## config.mk

```make
export PLATFORM = sky130hd
export DESIGN_NAME = bis_ram
export DESIGN_NICKNAME = d
export VERILOG_FILES = /design/src/hdl/bis_ram.sv
export SDC_FILE = /design/constraint.sdc
export NUM_CORES = 1
export LEC_CHECK = 0
export BUFFER_PORTS_ARGS = -buffer_cell sky130_fd_sc_hd__clkbuf_2
export CAP_MARGIN = 10
export CORE_MARGIN = 2
export CORE_UTILIZATION = 62
export CTS_CLUSTER_SIZE = 8
export DETAILED_ROUTE_END_ITERATION = 16
export HOLD_SLACK_MARGIN = 0.08
export PLACE_DENSITY = 0.75
export SLEW_MARGIN = 20
export SYNTH_ARGS = -nofsm -noshare
export SYNTH_HDL_FRONTEND = slang
export SYNTH_SLANG_ARGS = --single-unit
```

## constraint.sdc

```tcl
create_clock -name clk -period 4.25 [get_ports clk]
set_input_delay 0.85 -clock clk [delete_from_list [all_inputs] [get_ports clk]]
set_output_delay 0.85 -clock clk [all_outputs]
set_load 0.01 [all_outputs]
```

## src/hdl/bis_ram.sv

```systemverilog
`default_nettype none

// Simple dual-port RAM, one write and one registered read per cycle.
module bis_ram #(
  parameter int unsigned WIDTH = 32,
  parameter int unsigned DEPTH = 32,
  parameter int unsigned AW    = 5
) (
  input  wire logic             clk,
  input  wire logic             we,
  input  wire logic [AW-1:0]    waddr,
  input  wire logic [WIDTH-1:0] wdata,
  input  wire logic [AW-1:0]    raddr,
  output logic      [WIDTH-1:0] rdata
);

  logic [WIDTH-1:0] mem [DEPTH];
  logic [WIDTH-1:0] rdata_r;

  always_ff @(posedge clk) begin
    if (we) begin
      mem[waddr] <= wdata;
    end
  end

  always_ff @(posedge clk) begin
    rdata_r <= mem[raddr];
  end

  assign rdata = rdata_r;

endmodule

`default_nettype wire

```

==> impl_metrics.csv, run 1 <==
group,metric,value,unit
outcome,status,"complete, no violations",
cts,cts-resized-gates,0,
timing,hold_viol,0,
yosys,syn_avg_cell_area,17.91,sq um
timing,maxSlewHeadroom,32.85,%
cells_and_area,area_growth,14.68,%
drt,drc_errors,0,
critical_path,slowest_stage,"nor3_1",
cts,clk_pin_slew,0.05,ns
cells_and_area,post-route-util,72.02,%
place,dpl_cell_area,42220,sq um
critical_path,cp_max_fo,34,
critical_path,end_kind,"flip-flop",
critical_path,start_kind,"input pin",
yosys,synth_simple_gate_area_share,3.100,%
global_routing,first_global_vias,22014,
cts,clkLatencyLatePin,0.72,ns
timing,timing.final.crit_share,58.21,%
die,io-pin-count,76,
cts,post_cts_buffers,0,
yosys,synth_xor_area_share,0,%
critical_path,crit_chain,"buf_8 > buf_12 > buf_12 > mux2i_1 > a22o_1 > nor3_1 > a31oi_1 > nand3_1",
yosys,ys_seq_area_share,77.54,%
timing,setup_violations,0,
cts,numClockSinks,1056,
timing,worstMarginPinSlew,1.007,ns
cts,numCtsBuffers,149,
place,dp_slack,1.118,ns
yosys,synth_warnings,0,
yosys,synth_seq_cells,1056,
power_and_ir_drop,powerDensity,505.6,nW/um^2
cells_and_area,diodes,0,
die,fp.dieArea,67360,sq um
drt,firstDrtPassIters,6,
drt,drtIter0Drc,2652,
power_and_ir_drop,leakagePower,16.36,nW
drt,vias_per_cell,6.476,
cells_and_area,layout.nets,2477,
timing,fmax,0.4042,GHz
die,initial_core_util,62.80,%
timing,final.min_clock_period,2.474,ns
global_routing,gr-usage-all-layers,29.52,%
drt,drtAntennaViolNets,0,
yosys,synth_cells,2260,
timing,setup_ws,1.776,ns
yosys,synth_fa_ha_area_share,0,%
yosys,synth_fp_nets,2304,
die,fp.dieH,259.5,um
die,fp.dieW,259.5,um
cts,h-tree-depth,4,
yosys,syn_area,40490,sq um
critical_path,path_common_cell,"buf_12",
power_and_ir_drop,ir_worst_vdd,0.3773,mV
drt,post_drt_wl_per_cell,28.86,um
power_and_ir_drop,total_power,23.47,mW
global_routing,antenna_found_initial,1,
die,core,64460,sq um
yosys,synthDistinctLibCells,25,
critical_path,crit_type,"input pin to flip-flop",
cts,ctsHoldBuffers,0,
cts,clk_path_buf_depth,3,
yosys,synth_top_family_by_area,"multiplexers",
yosys,synth_edf_count,1024,
place,post-dp-hpwl,55790,um
global_routing,overflow,0,
yosys,ys.flop_type,"edfxtp_1",
place,gp_congestion,0.8348,
drt,via_count,21836,
global_routing,grt_max_degree,65,
cells_and_area,stdcell_area,46430,sq um
global_routing,grt_pass1_wl,143000,um
critical_path,worstPathArrival,3.13,ns
yosys,synthMuxAreaShare,12.66,%
timing,fin_skew,0.02541,ns
yosys,synth_compound_area_share,4.846,%
drt,wirelength,97320,um
timing,report.final.slew_viol_count,0,
flow_run,drv_cap,0,
critical_path,cpPeakStageDelay,0.73,ns
yosys,synthArstFlopShare,0,%
cells_and_area,drive_above_1_share,14.02,%
critical_path,cp.required,4.91,ns
worst_hold_path,hp-class,"flip-flop to flip-flop",
die,core.rowCount,93,
timing,setup_tns,0,ns
cts,tritoncts,"done",
cts,cts_root_buf,"clkbuf_16",
timing,rsz0062_at_grt,"no",
place,port_buffers,75,
synth_stat cells, types with 5 or more instances:
| library cell | n | share of area, % |
|---|---|---|
| buf_2 | 26 | 0.32 |
| a21oi_1 | 96 | 1.2 |
| buf_1 | 5 | 0.046 |
| mux2i_1 | 512 | 13 |
| nor2_1 | 34 | 0.32 |
| a22oi_1 | 96 | 1.8 |
| buf_4 | 33 | 0.61 |
| dfxtp_1 | 32 | 1.6 |
| edfxtp_1 | 1024 | 76 |
| clkbuf_1 | 46 | 0.43 |
| buf_6 | 15 | 0.42 |
| a31oi_1 | 32 | 0.49 |
| nor3_1 | 32 | 0.40 |
| nand3b_1 | 5 | 0.093 |
| nand3_1 | 98 | 1.2 |
| a22o_1 | 64 | 1.4 |
| nand2_1 | 98 | 0.91 |
state kept, by name, indices dropped and copies added (netlist names):
signal / cells
rdata: 32
mem: 1024
kinds of logic (layout without fill, tap and decap cells):
family	count (synthesis)	count (layout)
buf+inv	127	384
simple gates	277	277
flops	1056	1056
compound gates	288	288
mux	512	512
critical path: cells and delay by family:
family                 cells  cell delay, ns
AO/OA/AOI/OAI              2            0.40
buffers and inverters      3            0.82
multiplexers               1            0.11
AND/OR/NAND/NOR            2            0.87
placed cells by master (no fill, tap or decap):
cell / synthesis / layout
edfxtp_1: 1024 / 1024
mux2i_1: 512 / 512
clkbuf_16: 0 / 152
nand3_1: 98 / 98
nand2_1: 98 / 97
a22oi_1: 96 / 96
a21oi_1: 96 / 96
clkbuf_1: 46 / 74
clkbuf_2: 0 / 74
a22o_1: 64 / 64
buf_4: 33 / 57
nor2_4: 0 / 33
nor3_1: 32 / 32
a31oi_1: 32 / 32
dfxtp_1: 32 / 32
buf_12: 0 / 17
nand3b_1: 5 / 5
inv_6: 0 / 4
or3b_2: 3 / 3
clkinv_8: 0 / 3
nand2b_2: 0 / 2
inv_16: 0 / 2
nor2_1: 34 / 1
or3_1: 1 / 1
and2b_4: 0 / 1
nor2b_4: 0 / 1
and2_4: 0 / 1
or2_2: 1 / 1
nand2_2: 0 / 1
buf_8: 0 / 1
power breakdown:
part	internal (mW)	total [mW]	leakage, nW	switching, mW
combinational	0.355	1.14	4.85	0.785
sequential	11.6	11.7	9.49	0.0599
clock	6.53	10.7	2.02	4.13
total	18.5	23.5	16.4	4.97
routing by layer:
| metal | vias up | wire, um | GRT usage (%) |
|---|---|---|---|
| li1 | 9337 | - | - |
| met1 | 11161 | 37190 | 39.12 |
| met2 | 1138 | 47400 | 47.27 |
| met3 | 200 | 9246 | 7.381 |
| met4 | 0 | 3488 | 12.21 |
| met5 | - | 0 | 0 |
per-stage QoR:
| step | std cells | hold slack (ns) |
|---|---|---|
| after floorplan | 2260 | 0.5529 |
| after global placement | 3137 | 0.5785 |
| after detailed placement | 3137 | 0.5845 |
| after CTS | 3372 | 0.6013 |
| after global routing | 3372 | 0.6457 |
| final | 3372 | 0.6046 |
path summary, 6_finish.rpt:
path / start / end / slack (ns) / cells after the start
hold / removal: mem[26][7] / rdata[7] / 0.60 / 4
hold reg to reg: mem[26][7] / rdata[7] / 0.60 / 4
setup / recovery: raddr[0] / rdata[29] / 1.78 / 8
setup reg to reg: mem[1][29] / rdata[29] / 2.53 / 5
layout make-up:
type                    count  area [sq um]
flip-flops and latches   1056         31390
repair buffers            149          1154
clock inverters             9         123.9
fillers                  3794         18040
multi-input cells        1077          8610
well taps                 855          1070
clock buffers             226          4081
(Power assumes the default switching activity.)
==> inputs of run 2 (changes only) <==
==> constraint.sdc (replaced) <==
create_clock -name clk -period 2.4 [get_ports clk]
set_input_delay 0.48 -clock clk [delete_from_list [all_inputs] [get_ports clk]]
set_output_delay 0.48 -clock clk [all_outputs]
set_load 0.01 [all_outputs]
==> run 2 against run 1 <==
Design area grew 2.8%. Via count grew 1.0%. Worst setup slack lost 1.3 ns. Worst hold slack lost 0.28 ns. Count of clock-buffer cells in the layout grew 22. Die area is the same. Sequential share of layout area shrank 1.8 points. Critical endpoint is now rdata[14]. Sequential cell count is the same. Clock power grew 81%. Largest cell class unchanged. Sequential power grew 77%. Critical path type is now flip-flop to output port. Register-to-register slack lost 1.6 ns. First-iteration DRC count shrank 6.7%.
==> impl_metrics.csv, run 2 (synthesis gave the netlist of run 1 again) <==
group,metric,value,unit
cts,clk_path_buf_depth,3,
critical_path,reg2reg_to,"rdata[16]",
global_routing,grt_pass1_wl,144400,um
critical_path,reg2reg_slack,0.89,ns
timing,timing.final.crit_share,78.62,%
timing,final.min_clock_period,1.887,ns
cells_and_area,area_growth,17.88,%
cells_and_area,drive_above_1_share,16.09,%
cells_and_area,largest_reg_flops,1024,
cts,ctsHoldBuffers,0,
die,fp.dieArea,67360,sq um
die,core,64460,sq um
outcome,status,"complete, no violations",
flow_run,drv_cap,0,
die,core.rowCount,93,
cells_and_area,largest-register,"mem",
timing,rsz0062_at_grt,"no",
cts,cts_root_buf,"clkbuf_16",
timing,hold_viol,0,
cells_and_area,final_common_cell,"edfxtp_1",
global_routing,gr-usage-all-layers,29.61,%
cts,clkLatencyLatePin,0.74,ns
place,port_buffers,75,
power_and_ir_drop,powerDensity,882.4,nW/um^2
cts,post_cts_buffers,0,
worst_hold_path,hp-class,"input pin to flip-flop",
cts,numClockSinks,1056,
power_and_ir_drop,ir_worst_vdd,0.7064,mV
critical_path,path_buf_inv,1,
worst_hold_path,holdPathStages,1,
drt,vias_per_cell,6.374,
cts,tritoncts,"done",
drt,drtAntennaViolNets,0,
drt,firstDrtPassIters,5,
cells_and_area,most-common-layout-cells,"1024 x edfxtp_1, 512 x mux2i_1, 153 x clkbuf_16",
global_routing,antenna_found_initial,2,
critical_path,worstPathArrival,1.41,ns
cts,numCtsBuffers,150,
critical_path,end_kind,"output port",
worst_hold_path,hold_end,"mem[8][22]",
drt,via_count,22055,
critical_path,start_kind,"flip-flop",
die,fp.dieW,259.5,um
timing,fin_skew,0.02459,ns
timing,setup_violations,0,
critical_path,crit_chain,"clkbuf_2",
global_routing,grt_max_degree,39,
drt,drtIter0Drc,2473,
timing,maxSlewHeadroom,52.43,%
cts,clk_pin_slew,0.05,ns
place,post-dp-hpwl,52870,um
place,gp_congestion,0.8077,
critical_path,cp_top_family,"flip-flops",
critical_path,cp_max_fo,1,
critical_path,slowest_stage,"dfxtp_1",
critical_path,cp.required,1.92,ns
cells_and_area,layout.nets,2539,
drt,wirelength,97540,um
critical_path,r2r.worst_path.cells,5,
drt,drc_errors,0,
global_routing,overflow,0,
timing,worstMarginPinSlew,0.7110,ns
global_routing,first_global_vias,22787,
timing,report.final.slew_viol_count,0,
critical_path,cpPeakStageDelay,0.48,ns
cts,h-tree-depth,4,
cells_and_area,stdcell_area,47720,sq um
die,initial_core_util,62.80,%
die,fp.dieH,259.5,um
timing,fmax,0.5300,GHz
power_and_ir_drop,leakagePower,16.92,nW
critical_path,crit_type,"flip-flop to output port",
drt,post_drt_wl_per_cell,28.19,um
critical_path,r2r_start,"mem[3][16]",
place,dpl_cell_area,43310,sq um
die,io-pin-count,76,
worst_hold_path,worstHoldStart,"wdata[22]",
timing,hold-worst-slack,0.3222,ns
cts,cts-resized-gates,0,
[run 2: layout make-up]
type,instances,area [sq um]
sequential,1056,31390
antenna,1,2.502
clock inverter,13,227.7
tap,855,1070
multi-input combinational,1077,8610
fill,3629,16740
clock buffer,248,4185
timing repair buffer,210,2237
[run 2: per-layer routing]
metal	global-route usage (%)	vias up	wire (um)	part of all wire, %
met2	46.81	1028	47050	48
met4	12.72	4	3735	3.8
met3	5.839	227	7771	8.0
li1	-	9499	-	-
met1	40.72	11297	38960	40
met5	0	-	23	0.024
[run 2: worst max-delay path by stage]
stage,startpoint,endpoint,slack [ns],cells past startpoint
finish,rdata[14],rdata[14],0.51,1
global route,rdata[14],rdata[14],0.50,1
CTS,rdata[14],rdata[14],0.48,1
detailed placement,raddr[0],rdata[1],0.18,8
global placement,raddr[0],rdata[9],0.23,7
floorplan,waddr[1],mem[12][0],-0.51,3
[run 2: per-stage QoR]
stage	power, mW	utilization [%]	setup TNS (ns)	worst slack [ns]	std cells
floorplan	22.05	-	-255.39	-0.5141	2260
detailed placement	23.01	67.18	0	0.1784	3198
CTS	42.30	74.02	0	0.4836	3459
global route	43.26	74.02	0	0.5005	3459
finish	42.11	74.03	0	0.5132	3460
global placement	22.94	67.18	0	0.2275	3198
[run 2: report_power, final]
group	internal [mW]	switching, mW
registers	20.6	0.108
clock network	11.9	7.55
logic	0.734	1.31
