<file path="src/hdl/bis_pkg.sv">
`default_nettype none

package bis_pkg;

  // Fixed field widths of the transaction payloads
  localparam int unsigned SLOT_W   = 10;
  localparam int unsigned KEY_W    = 32;
  localparam int unsigned TLEN_W   = 11;
  localparam int unsigned BCNT_W   = 6;
  localparam int unsigned CFG_IDX_W = 1;
  localparam int unsigned CFG_W    = 11;

  typedef enum logic [1:0] {
    OP_WR_DATA  = 2'd0,
    OP_WR_INDEX = 2'd1,
    OP_SEARCH   = 2'd2
  } op_t;

  typedef enum logic [CFG_IDX_W-1:0] {
    REG_TABLE_LENGTH = 1'b0,
    REG_BLOCK_COUNT  = 1'b1
  } reg_idx_t;

  typedef enum logic [1:0] {
    ST_IDLE,
    ST_WALK,
    ST_BOUND,
    ST_SCAN
  } state_t;

  typedef struct packed {
    logic [1:0]              opcode;
    logic [SLOT_W-1:0]       slot;
    logic signed [KEY_W-1:0] key_value;
    logic [SLOT_W-1:0]       block_start;
  } in_item_t;

  typedef struct packed {
    logic              found;
    logic [SLOT_W-1:0] position;
  } out_item_t;

  typedef struct packed {
    logic [TLEN_W-1:0] table_length;
    logic [BCNT_W-1:0] block_count;
  } cfg_regs_t;

endpackage

`default_nettype wire

</file>
<file path="src/hdl/bis_ctrl.sv">
`default_nettype none

// Search sequencer: index walk, block bound fetch, data scan.
module bis_ctrl #(
  parameter int unsigned DATA_DEPTH  = 1024,
  parameter int unsigned INDEX_DEPTH = 32,
  parameter int unsigned KEY_WIDTH   = 32,
  parameter int unsigned DAW         = 10,
  parameter int unsigned IAW         = 5
) (
  input  wire logic                           clk,
  input  wire logic                           rst_n,
  input  wire logic                           start,
  output logic                                busy,
  input  wire bis_pkg::in_item_t              in_item,
  input  wire bis_pkg::cfg_regs_t             cfg,
  output logic                                out_valid,
  output bis_pkg::out_item_t                  out_item,
  // data store
  output logic                                dat_we,
  output logic [DAW-1:0]                      dat_waddr,
  output logic [KEY_WIDTH-1:0]                dat_wdata,
  output logic [DAW-1:0]                      dat_raddr,
  input  wire logic [KEY_WIDTH-1:0]           dat_rdata,
  // index store: {max key, block start}
  output logic                                idx_we,
  output logic [IAW-1:0]                      idx_waddr,
  output logic [KEY_WIDTH+bis_pkg::SLOT_W-1:0] idx_wdata,
  output logic [IAW-1:0]                      idx_raddr,
  input  wire logic [KEY_WIDTH+bis_pkg::SLOT_W-1:0] idx_rdata
);

  localparam int unsigned SW = bis_pkg::SLOT_W;
  localparam int unsigned TW = bis_pkg::TLEN_W;
  localparam int unsigned BW = bis_pkg::BCNT_W;

  bis_pkg::state_t state_r, state_nxt;

  logic signed [KEY_WIDTH-1:0] key_r, key_nxt;
  logic [BW-1:0]               blocks_r, blocks_nxt;
  logic [TW-1:0]               len_r, len_nxt;
  logic [BW-1:0]               i_r, i_nxt;
  logic [TW-1:0]               cp_r, cp_nxt;
  logic [TW-1:0]               lim_r, lim_nxt;
  logic                        out_valid_r, out_valid_nxt;
  logic                        found_r, found_nxt;
  logic [SW-1:0]               pos_r, pos_nxt;

  logic signed [KEY_WIDTH-1:0] key_in;
  logic [BW-1:0]               blocks_eff;
  logic [TW-1:0]               len_eff;
  logic                        accept;
  logic                        is_search;
  logic signed [KEY_WIDTH-1:0] idx_key;
  logic [SW-1:0]               idx_start;
  logic [TW-1:0]               next_lim;
  logic                        key_above;
  logic                        last_walk;
  logic                        last_block;
  logic [BW-1:0]               i_inc;
  logic [TW:0]                 cp_inc;
  logic                        start_past_len;
  logic                        start_past_next;
  logic                        scan_end;
  logic                        key_hit;

  // Key narrowed or sign-extended to the stored width
  assign key_in = KEY_WIDTH'(in_item.key_value);

  assign blocks_eff = (int'(cfg.block_count) > INDEX_DEPTH) ? BW'(INDEX_DEPTH)
                                                             : cfg.block_count;
  assign len_eff    = (int'(cfg.table_length) > DATA_DEPTH) ? TW'(DATA_DEPTH)
                                                             : cfg.table_length;

  assign busy      = (state_r != bis_pkg::ST_IDLE);
  assign accept    = start && !busy;
  assign is_search = (in_item.opcode == bis_pkg::OP_SEARCH);

  assign idx_key   = $signed(idx_rdata[KEY_WIDTH+SW-1:SW]);
  assign idx_start = idx_rdata[SW-1:0];
  assign next_lim  = (int'(idx_start) > DATA_DEPTH) ? TW'(DATA_DEPTH) : {1'b0, idx_start};

  assign key_above       = key_r > idx_key;
  assign i_inc           = i_r + 1'b1;
  assign last_walk       = (i_inc == blocks_r);
  assign last_block      = (i_inc == blocks_r);
  assign cp_inc          = {1'b0, cp_r} + 1'b1;
  assign start_past_len  = ({1'b0, idx_start} >= len_r);
  assign start_past_next = (cp_r >= next_lim);
  assign scan_end        = (cp_inc >= {1'b0, lim_r});
  assign key_hit         = ($signed(dat_rdata) == key_r);

  // Writes go straight to the stores from idle
  assign dat_we    = accept && (in_item.opcode == bis_pkg::OP_WR_DATA) &&
                     (int'(in_item.slot) < DATA_DEPTH);
  assign dat_waddr = DAW'(in_item.slot);
  assign dat_wdata = key_in;
  assign idx_we    = accept && (in_item.opcode == bis_pkg::OP_WR_INDEX) &&
                     (int'(in_item.slot) < INDEX_DEPTH);
  assign idx_waddr = IAW'(in_item.slot);
  assign idx_wdata = {key_in, in_item.block_start};

  // Next state
  always_comb begin
    state_nxt = state_r;
    case (state_r)
      bis_pkg::ST_IDLE: begin
        if (accept && is_search && (blocks_eff != '0)) begin
          state_nxt = bis_pkg::ST_WALK;
        end
      end
      bis_pkg::ST_WALK: begin
        if (key_above) begin
          if (last_walk) begin
            state_nxt = bis_pkg::ST_IDLE;
          end
        end else if (last_block) begin
          state_nxt = start_past_len ? bis_pkg::ST_IDLE : bis_pkg::ST_SCAN;
        end else begin
          state_nxt = bis_pkg::ST_BOUND;
        end
      end
      bis_pkg::ST_BOUND: begin
        state_nxt = start_past_next ? bis_pkg::ST_IDLE : bis_pkg::ST_SCAN;
      end
      bis_pkg::ST_SCAN: begin
        if (key_hit || scan_end) begin
          state_nxt = bis_pkg::ST_IDLE;
        end
      end
      default: state_nxt = bis_pkg::ST_IDLE;
    endcase
  end

  // Datapath and outputs
  always_comb begin
    key_nxt       = key_r;
    blocks_nxt    = blocks_r;
    len_nxt       = len_r;
    i_nxt         = i_r;
    cp_nxt        = cp_r;
    lim_nxt       = lim_r;
    out_valid_nxt = 1'b0;
    found_nxt     = 1'b0;
    pos_nxt       = '0;
    idx_raddr     = IAW'(i_r);
    dat_raddr     = DAW'(cp_r);
    case (state_r)
      bis_pkg::ST_IDLE: begin
        idx_raddr = '0;
        if (accept && is_search) begin
          key_nxt    = key_in;
          blocks_nxt = blocks_eff;
          len_nxt    = len_eff;
          i_nxt      = '0;
          // no blocks in use: answer at once
          if (blocks_eff == '0) begin
            out_valid_nxt = 1'b1;
          end
        end
      end
      bis_pkg::ST_WALK: begin
        if (key_above) begin
          i_nxt     = i_inc;
          idx_raddr = IAW'(i_inc);
          if (last_walk) begin
            out_valid_nxt = 1'b1;
          end
        end else if (last_block) begin
          // last block ends at the table length
          cp_nxt    = {1'b0, idx_start};
          lim_nxt   = len_r;
          dat_raddr = DAW'(idx_start);
          if (start_past_len) begin
            out_valid_nxt = 1'b1;
          end
        end else begin
          // fetch the following block's start for the bound
          cp_nxt    = {1'b0, idx_start};
          idx_raddr = IAW'(i_inc);
        end
      end
      bis_pkg::ST_BOUND: begin
        lim_nxt   = next_lim;
        dat_raddr = DAW'(cp_r);
        if (start_past_next) begin
          out_valid_nxt = 1'b1;
        end
      end
      bis_pkg::ST_SCAN: begin
        if (key_hit) begin
          out_valid_nxt = 1'b1;
          found_nxt     = 1'b1;
          pos_nxt       = cp_r[SW-1:0];
        end else begin
          cp_nxt    = cp_inc[TW-1:0];
          dat_raddr = DAW'(cp_inc);
          if (scan_end) begin
            out_valid_nxt = 1'b1;
          end
        end
      end
      default: begin
        out_valid_nxt = 1'b0;
      end
    endcase
  end

  always_ff @(posedge clk) begin
    if (!rst_n) begin
      state_r     <= bis_pkg::ST_IDLE;
      out_valid_r <= 1'b0;
    end else begin
      state_r     <= state_nxt;
      out_valid_r <= out_valid_nxt;
    end
  end

  always_ff @(posedge clk) begin
    key_r    <= key_nxt;
    blocks_r <= blocks_nxt;
    len_r    <= len_nxt;
    i_r      <= i_nxt;
    cp_r     <= cp_nxt;
    lim_r    <= lim_nxt;
    found_r  <= found_nxt;
    pos_r    <= pos_nxt;
  end

  assign out_valid         = out_valid_r;
  assign out_item.found    = found_r;
  assign out_item.position = pos_r;

endmodule

`default_nettype wire

</file>
<file path="config.mk">
export PLATFORM = sky130hd
export DESIGN_NAME = bis_ctrl
export DESIGN_NICKNAME = d
export VERILOG_FILES = /design/src/hdl/bis_pkg.sv /design/src/hdl/bis_ctrl.sv
export SDC_FILE = /design/constraint.sdc
export NUM_CORES = 1
export LEC_CHECK = 0
export ABC_CLOCK_PERIOD_IN_PS = 13300
export BUFFER_PORTS_ARGS = -buffer_cell sky130_fd_sc_hd__buf_2
export CAP_MARGIN = 25
export CORE_UTILIZATION = 54
export CTS_CLUSTER_SIZE = 16
export DETAILED_ROUTE_END_ITERATION = 10
export GPL_ROUTABILITY_DRIVEN = 0
export GPL_TIMING_DRIVEN = 0
export PLACE_DENSITY_LB_ADDON = 0.08
export SLEW_MARGIN = 10
export SYNTH_ARGS = -nofsm -noshare
export SYNTH_HDL_FRONTEND = slang
export SYNTH_SLANG_ARGS = --single-unit
</file>
<file path="constraint.sdc">
create_clock -name clk -period 13.3 [get_ports clk]
set_input_delay 1.33 -clock clk [delete_from_list [all_inputs] [get_ports clk]]
set_output_delay 1.33 -clock clk [all_outputs]
set_load 0.03 [all_outputs]
</file>
==> flow_metrics.env <==
export IMPL_grt_antenna_before_repair=0
export IMPL_number_of_fillers_in_the_final_layout=940
export IMPL_clock_sink_count=91
export IMPL_design_area_final_um2=8520
export IMPL_global_route_wire_length_before_repair_mm=27.4
export IMPL_tritoncts="built"
export IMPL_number_of_vias_per_cell_after_detailed_routing=5.17
export IMPL_seq_power_share_pct=42.5
export IMPL_hold_path_depth=1
export IMPL_ios=267
export IMPL_place_hpwl_mm=14.6
export IMPL_final_max_slew_violation_count=0
export IMPL_synth_commonest_cells="90 x sky130_fd_sc_hd__buf_4, 77 x sky130_fd_sc_hd__edfxtp_1, 73 x sky130_fd_sc_hd__inv_1"
export IMPL_timing_hold_ws_ns=0.604
export IMPL_yosysUniqueCellTypes=68
export IMPL_dpl_worst_slack_ns=8.13
export IMPL_met1_length_mm=7.32
export IMPL_synthesis_area_um2=6710
export IMPL_route_final_wire_length_mm=17.7
export IMPL_ctsHtreeMaxLevel=3
export IMPL_routed_wl_met2_mm=8.74
export IMPL_start_util_pct=55.6
export IMPL_synthesis_nets=889
export IMPL_cts_root_buffer="sky130_fd_sc_hd__clkbuf_16"
export IMPL_cap_viol_max_count=0
export IMPL_setup_slack_ns=8.11
export IMPL_critPathKind="in -> out"
export IMPL_yosysWarningCount=0
export IMPL_fmax_mhz=193
export IMPL_critPathLaunchType="primary input"
export IMPL_vias_in_the_first_global_route=5691
export IMPL_grt_start_max_net_pins=15
export IMPL_timing_hold_worst_class="reg -> reg"
export IMPL_cp_required_ns=11.97
export IMPL_post_synth_main_area_contributors="sky130_fd_sc_hd__edfxtp_1 34%, sky130_fd_sc_hd__ha_1 12%, sky130_fd_sc_hd__buf_4 10%, sky130_fd_sc_hd__xnor2_1 5.1%, sky130_fd_sc_hd__dfxtp_1 4.2%"
export IMPL_clock_insertion_delay_worst_skew_ns=0.35
export IMPL_antenna_diode_count=0
export IMPL_core_region_area_um2=12100
export IMPL_final_cells=1116
export IMPL_timing_final_crit_share_pct=39.0
export IMPL_place_area_um2=8220
export IMPL_area_growth_synth_to_final_pct=27.1
export IMPL_postSynth_asyncResetShare_pct=0
export IMPL_die_h_um=113
export IMPL_setup_violations_final=0
export IMPL_numPlacedInstances=1099
export IMPL_peakVddDrop_mv=0.0587
export IMPL_max_clock_path_buffers=2
export IMPL_finish_net_count=1156
export IMPL_buffer_ports_inserted=250
export IMPL_drt_first_pass_iters=5
export IMPL_cellLeakagePower_uw=0.00412
export IMPL_synth_register_bits=91
export IMPL_combPwrFrac_pct=24.5
export IMPL_number_of_nets_with_antenna_violations_after_detailed_routing=0
export IMPL_cts_post_setup_buffers_inserted=0
export IMPL_most_repeated_cell_in_the_gate_level_netlist_after_synthesis="sky130_fd_sc_hd__buf_4"
export IMPL_grt_overflow=0
export IMPL_cts_resized_gates=0
export IMPL_dr_wl_met3_mm=1.15
export IMPL_drc_errors=0
export IMPL_worst_r2r_path_depth=12
export IMPL_grt_setup_unrepaired="no"
export IMPL_die_w_um=113
export IMPL_syn_avg_cell_area_um2=9.92
export IMPL_ys_seq_area_share_pct=38.7
export IMPL_standard_cell_row_count=40
export IMPL_worst_path_max_fanout=10
export IMPL_timing_final_hold_violations=0
export IMPL_postSynth_topFlopCell="sky130_fd_sc_hd__edfxtp_1"
export IMPL_design_die_area_um2=12900
export IMPL_routedWlPerCell_um=15.9
export IMPL_clk_transition_reported_paths_ns=0.06
export IMPL_synth_area_leader_cell="sky130_fd_sc_hd__edfxtp_1"
export IMPL_detailroute_via_count=5765
export IMPL_multi_input_area_um2=3060
export IMPL_clock_buffers_created_by_tritoncts=9
export IMPL_synth_edf_count=77
export IMPL_fin_skew_ns=0.00825
export IMPL_finalSetupTns_ns=0
export IMPL_dr_first_iter_drc_count=328
export IMPL_post_synth_top_area_fraction_pct=34.5
export IMPL_grtUsageTotal_pct=28.0
export IMPL_pwr_density_cell_nw_per_um2=90.5
export IMPL_clockPowerShare_pct=33.0
export IMPL_cts_hold_fix_buffers=0
export IMPL_seqCellArea_um2=2590
export IMPL_worstMarginPinSlew_ns=0.658
export IMPL_post_route_min_period_ns=5.19
export IMPL_slew_limit_headroom_pct=55.7
export IMPL_critPathArrivalTime_ns=3.86
export IMPL_synth_cells=676
export IMPL_total_switching_power_uw=225
export IMPL_run_status="completed"
export IMPL_intPower_uw=547
export IMPL_fraction_of_layout_cells_with_a_size_suffix_above_1_pct=41.6
export IMPL_topRoutingLayerUsed="met4"
export IMPL_power_share_switching_pct=29.1
export IMPL_endpoint_kind="primary output"
## through the flow
stage	utilization [%]	power, µW
6_report	70.7	771
5_1_grt	70.7	800
4_1_cts	70.6	773
3_5_place_dp	68.2	521
3_3_place_gp	67.7	515
2_1_floorplan	-	457
## metal layers
metal  vias to the layer above  track usage [%]
met1                      2653             33.9
li1                       2798                -
met5                         -                0
met2                       280             49.4
met4                         0             12.4
met3                        34             4.36
## cells in the final DEF, fill, tap and decap left out, types with 2 or more instances in the layout
cell                        count
sky130_fd_sc_hd__a211o_1        4
sky130_fd_sc_hd__nand3_1       16
sky130_fd_sc_hd__ha_1          65
sky130_fd_sc_hd__buf_4         93
sky130_fd_sc_hd__inv_1         73
sky130_fd_sc_hd__xnor2_1       39
sky130_fd_sc_hd__o21ai_1        3
sky130_fd_sc_hd__nor2b_1       20
sky130_fd_sc_hd__o211ai_2       2
sky130_fd_sc_hd__edfxtp_1      77
sky130_fd_sc_hd__a31oi_1        6
sky130_fd_sc_hd__or4_1          2
sky130_fd_sc_hd__nand3b_1       2
sky130_fd_sc_hd__clkbuf_8       4
sky130_fd_sc_hd__buf_2        253
sky130_fd_sc_hd__a221o_1        2
sky130_fd_sc_hd__nand4_1       14
sky130_fd_sc_hd__and4_1         2
sky130_fd_sc_hd__nand4_2        2
sky130_fd_sc_hd__o21ai_0       29
sky130_fd_sc_hd__dfxtp_1       14
sky130_fd_sc_hd__nor3_1        11
sky130_fd_sc_hd__buf_6          6
sky130_fd_sc_hd__nor2_1        26
sky130_fd_sc_hd__o2bb2ai_1      2
sky130_fd_sc_hd__nand2b_1       5
sky130_fd_sc_hd__mux2i_1        5
sky130_fd_sc_hd__and2_1         9
sky130_fd_sc_hd__a21o_1         6
sky130_fd_sc_hd__clkbuf_16     10
sky130_fd_sc_hd__nand2_1       43
sky130_fd_sc_hd__nor3b_1        2
sky130_fd_sc_hd__xor2_2         3
sky130_fd_sc_hd__clkbuf_1      10
sky130_fd_sc_hd__nor4_1         5
sky130_fd_sc_hd__xor2_1        10
sky130_fd_sc_hd__a211oi_1       2
sky130_fd_sc_hd__and3_1         5
sky130_fd_sc_hd__a21oi_1       29
sky130_fd_sc_hd__o211ai_1       5
## critical path: stages
cell and delay, ns:
sky130_fd_sc_hd__buf_2 0.07, sky130_fd_sc_hd__inv_1 0.04, sky130_fd_sc_hd__ha_1 0.30, sky130_fd_sc_hd__nand4_1 0.23, sky130_fd_sc_hd__nor2_1 0.09, sky130_fd_sc_hd__a221oi_2 0.27
sky130_fd_sc_hd__nand4_1 0.18, sky130_fd_sc_hd__a21o_4 0.23, sky130_fd_sc_hd__a21oi_4 0.32, sky130_fd_sc_hd__buf_6 0.21, sky130_fd_sc_hd__mux2i_1 0.19, sky130_fd_sc_hd__o221ai_1 0.17
sky130_fd_sc_hd__buf_2 0.22
## flip-flops by register name, indices dropped and copies added (netlist names)
register,flops
cp_r,11
len_r,11
pos_r,10
blocks_r,6
key_r,32
found_r,1
out_valid,1
i_r,6
lim_r,11
state_r,2
## cells by family (layout without fill, tap and decap cells)
group	after synthesis	count (layout)	share of synthesized area, %
AOI/OAI and AO/OA	107	107	10.7
xor gates and xnor gates	52	52	7.13
adders and majority gates	65	65	12.1
buffers and inverters	179	451	15.7
DFF	91	91	38.7
muxes	6	6	0.914
and+or+nand+nor	176	176	14.7
## final timing paths
path / start / endpoint / slack, ns
max reg2reg: cp_r[2]$_DFFE_PP_ / out_valid$_SDFF_PN0_ / 10.17
min reg2reg: len_r[10]$_SDFFCE_PN1P_ / lim_r[10]$_SDFFCE_PP0P_ / 0.60
min: len_r[10]$_SDFFCE_PN1P_ / lim_r[10]$_SDFFCE_PP0P_ / 0.60
max: idx_rdata[36] / dat_raddr[4] / 8.11
## area by class of cell
cell class	count	share of cell area, %
Tap cell	168	2.47
Sequential cell	91	30.4
Inverter	73	3.22
Buffer	106	9.18
Clock inverter	2	0.103
Multi-Input combinational cell	406	35.9
Clock buffer	14	3.35
Timing Repair Buffer	256	15.3
## power by group through the flow
stage	sequential [µW]	combinational, µW	clock [µW]
floorplan	333	125	0
finish	328	189	255
CTS	328	188	257
detailed placement	334	187	0
global placement	335	180	0
global route	329	204	267
(Power assumes the default switching activity.)
